### src/lob_ram.sv
`timescale 1ns / 1ps
`default_nettype none
module lob_ram #(
    parameter int WIDTH = 8,
    parameter int DEPTH = 64
) (
    input  wire logic                     i_clk,
    input  wire logic                     i_we,
    input  wire logic [$clog2(DEPTH)-1:0] i_waddr,
    input  wire logic [WIDTH-1:0]         i_wdata,
    input  wire logic [$clog2(DEPTH)-1:0] i_raddr,
    output logic      [WIDTH-1:0]         o_rdata
);

    logic [WIDTH-1:0] r_mem [DEPTH];

    always_ff @(posedge i_clk) begin
        if (i_we) begin
            r_mem[i_waddr] <= i_wdata;
        end
        o_rdata <= r_mem[i_raddr];
    end

endmodule
`default_nettype wire

### config.mk
export PLATFORM = sky130hd
export DESIGN_NAME = lob_ram
export DESIGN_NICKNAME = d
export VERILOG_FILES = /design/src/lob_ram.sv
export SDC_FILE = /design/constraint.sdc
export NUM_CORES = 1
export LEC_CHECK = 0
export BUFFER_PORTS_ARGS = -buffer_cell sky130_fd_sc_hd__buf_2
export CAP_MARGIN = 0
export CORE_ASPECT_RATIO = 0.8
export CORE_MARGIN = 10
export CORE_UTILIZATION = 62
export CTS_CLUSTER_DIAMETER = 30
export DETAILED_ROUTE_END_ITERATION = 16
export PLACE_DENSITY = 0.79
export SETUP_SLACK_MARGIN = 0.4
export SLEW_MARGIN = 40
export SYNTH_ARGS = -nofsm -noshare
export SYNTH_HDL_FRONTEND = slang
export SYNTH_SLANG_ARGS = --single-unit
### constraint.sdc
create_clock -name i_clk -period 2.1 [get_ports i_clk]
set_input_delay 0.315 -clock i_clk [delete_from_list [all_inputs] [get_ports i_clk]]
set_output_delay 0.315 -clock i_clk [all_outputs]
set_load 0.02 [all_outputs]
==> impl_results.md <==
- Synth unique cells: 40
- FMAX: 512.6 MHz
- Crit path max fanout: 1
- Synth Warn #: 0
- EDFF count, synth: 512
- Drt wl/cell: 32.02 um
- ANT nets after route: 0
- Die W: 221.6 um
- Synthesis-stage register bit count: 520
- Initial Util: 0.6345
- DRT Wirelength: 51.87 mm
- Vias: 10965
- Hpwl dp: 30.29 mm
- Vias in the first global route: 11227
- CTS tree: yes
- Buffers on Ports: 29
- Root buffer cell: clkbuf_16
- PwrDens: 1030 nW/um2
- Slew margin rel.: 0.6121
- Core area: 31790 um2
- Maxcap violations: 0
- Final hold vios: 0
- Worst Path Arrival: 2.40 ns
- Synth top area cells: edfxtp_1 76%, mux4_2 14%, nor2_1 1.5%
- Global-route wire length before repair: 76.72 mm
- Final Skew: 0.02396 ns
- Unrepaired setup endpoints after global routing: yes
- Cell count after synthesis: 940
- CP Cell Sequence: mux4_2, mux2_4, o221a_4, nor3_4, o32ai_2
- Sum Neg Setup Slack: 0 ns
- Tot Pwr: 25220 uW
- GRT Total Usage: 0.2593
- Layout area overhead: 21.39%
- TritonCTS buffer count: 72
- Post-Syn Area: 20170 um2
- Drt drc: 0
- Htree depth: 3
- Number of antenna violations at the first check in global routing: 1
- Static Leakage: 0.008131 uW
- Area of the multi-input gates: 4474 um2
- Syn nets: 962
- Die Area: 40190 um2
- Max-slew violations: 0
- Status: finished clean
- GR Overflow Total: 0
- Crit path largest cell delay: 0.48 ns
- Register area: 15530 um2
- Worst setup path category: flop to flop
- Drt first pass iters: 5
- Post-synthesis async set-or-reset flop share: 0
- Post-synth top area share: 0.7624
- CP bufs+invs: 0
- Gpl congestion: 0.8621
- Synth area leader: edfxtp_1
- Hold slack: 0.1998 ns
- Reg clk slew, reported paths: 0.07 ns
- VDD IR max: 1.030 mV
- # IOs: 30
- Seq/Total Area, Yosys: 0.7703
- Die Ht: 181.3 um
- Cell at the slowest stage of the critical path: mux4_2
- Worst-Skew Late Latency: 0.59 ns
- Largest net degree at the start of global routing: 65
- Fin nets: 1162
- CTS Buffer Depth: 3
- CP delay by family, top: multiplexers
- Clk sink count: 520
- Final setup vio count: 0
- Fillcell total: 1589
- Final period util: 0.9289
- CP Launch Type: flop
- Final min period: 1.951 ns
- Setup Buffers After CTS: 0
- Layout cells sized above 1: 0.3920
- Syn Area/Cell: 21.45 um2
- Worst Path Required: 2.55 ns
- Hold Path Class: primary input to flop
- Via/cell ratio: 6.769
- Row Count: 58
- CP Capture Type: flop
- Worst Tran Pin Value: 0.5819 ns
- Top FF cell, synth: edfxtp_1
- First DRT Iteration DRCs: 1761
==> logic make-up after synthesis <==
family | synth area share
compound gates | 0.02072
mux | 0.1594
simple gates | 0.03387
buf+inv | 0.01570
flops | 0.7703
==> cell usage after synthesis, types with 6 or more instances <==
library cell / count
nor3_1: 7
a221oi_1: 6
nand2_1: 19
o22ai_1: 8
nand3_1: 13
nor2b_1: 14
mux2i_1: 23
edfxtp_1: 512
o221ai_1: 8
clkbuf_1: 17
mux4_2: 126
nand2b_1: 7
nor2_1: 83
dfxtp_1: 8
buf_2: 11
buf_4: 13
mux2_2: 13
==> worst min-delay path: cells and delay by family <==
kind	cells	cell delay, ns
buffers and inverters	1	0.23
and+or+nand+nor	1	0.13
AOI/OAI and AO/OA	1	0.06
==> state kept, by name, summed over array words and instances (netlist names) <==
register and flops:
r_mem 512, o_rdata 8
==> metal layers <==
metal / global-route usage / up-vias / share of wire
met1: 0.3472 / 5605 / 0.36
met2: 0.4001 / 864 / 0.48
met3: 0.06549 / 133 / 0.12
met5: 0 / - / 0
li1: - / 4363 / -
met4: 0.1138 / 0 / 0.041
==> final timing paths <==
kind                                              from            endpoint  slack (ns)  depth (start not counted)
worst max-delay path            r_mem[24][4]$_DFFE_PP_  o_rdata[4]$_DFF_P_        0.15                          5
worst min-delay path                        i_raddr[5]  o_rdata[0]$_DFF_P_        0.20                          3
worst max register to register  r_mem[24][4]$_DFFE_PP_  o_rdata[4]$_DFF_P_        0.15                          5
worst min register to register  r_mem[35][1]$_DFFE_PP_  o_rdata[1]$_DFF_P_        0.82                          4
==> where the power goes <==
group | switching, uW | leakage (uW) | internal [uW] | total, uW
sequential | 42.5 | 0.00467 | 11500 | 11500
combinational | 772 | 0.00225 | 527 | 1300
clock | 4720 | 0.00120 | 7670 | 12400
==> layout by cell type, fill, tap and decap left out, drive strengths merged, types with 3 or more instances in the layout <==
master	n
edfxtp	512
buf	177
mux4	126
nor2	83
clkbuf	79
clkinv	25
mux2i	23
nand2	19
inv	15
nor2b	14
nand3	13
mux2	13
bufinv	10
o221ai	8
o22ai	8
dfxtp	8
nand2b	7
nor3	7
a221oi	6
a211oi	4
clkinvlp	4
o21ai	4
nand3b	3
a21oi	3
a22oi	3
o2111ai	3
o2bb2ai	3
==> final cells by class <==
cell class / count / area share
multi-input combinational: 369 / 0.1828
clock buffer: 79 / 0.07467
antenna: 1 / 0.0001022
clock inverter: 54 / 0.02627
sequential: 520 / 0.6346
tap: 420 / 0.02147
timing repair buffer: 177 / 0.06011
==> timing repair <==
item / 4_1_cts / 5_1_grt
resized for setup: 18 / 4
pin swaps: 4 / 2
hold buffers: 0 / 0
endpoints found under the setup margin: 8 / 8
cloned: 0 / 0
==> stage by stage <==
stage / setup slack (ns) / area (um2) / instances / util
2_1_floorplan: 0.2365 / 20280 / 940 / -
3_3_place_gp: -0.3789 / 21910 / 1486 / 0.6895
3_5_place_dp: -0.3815 / 21910 / 1486 / 0.6895
4_1_cts: 0.2385 / 24460 / 1619 / 0.7696
5_1_grt: 0.1298 / 24480 / 1620 / 0.7702
6_report: 0.1493 / 24480 / 1620 / 0.7702
No activity file was read; power rests on OpenSTA's default activity.
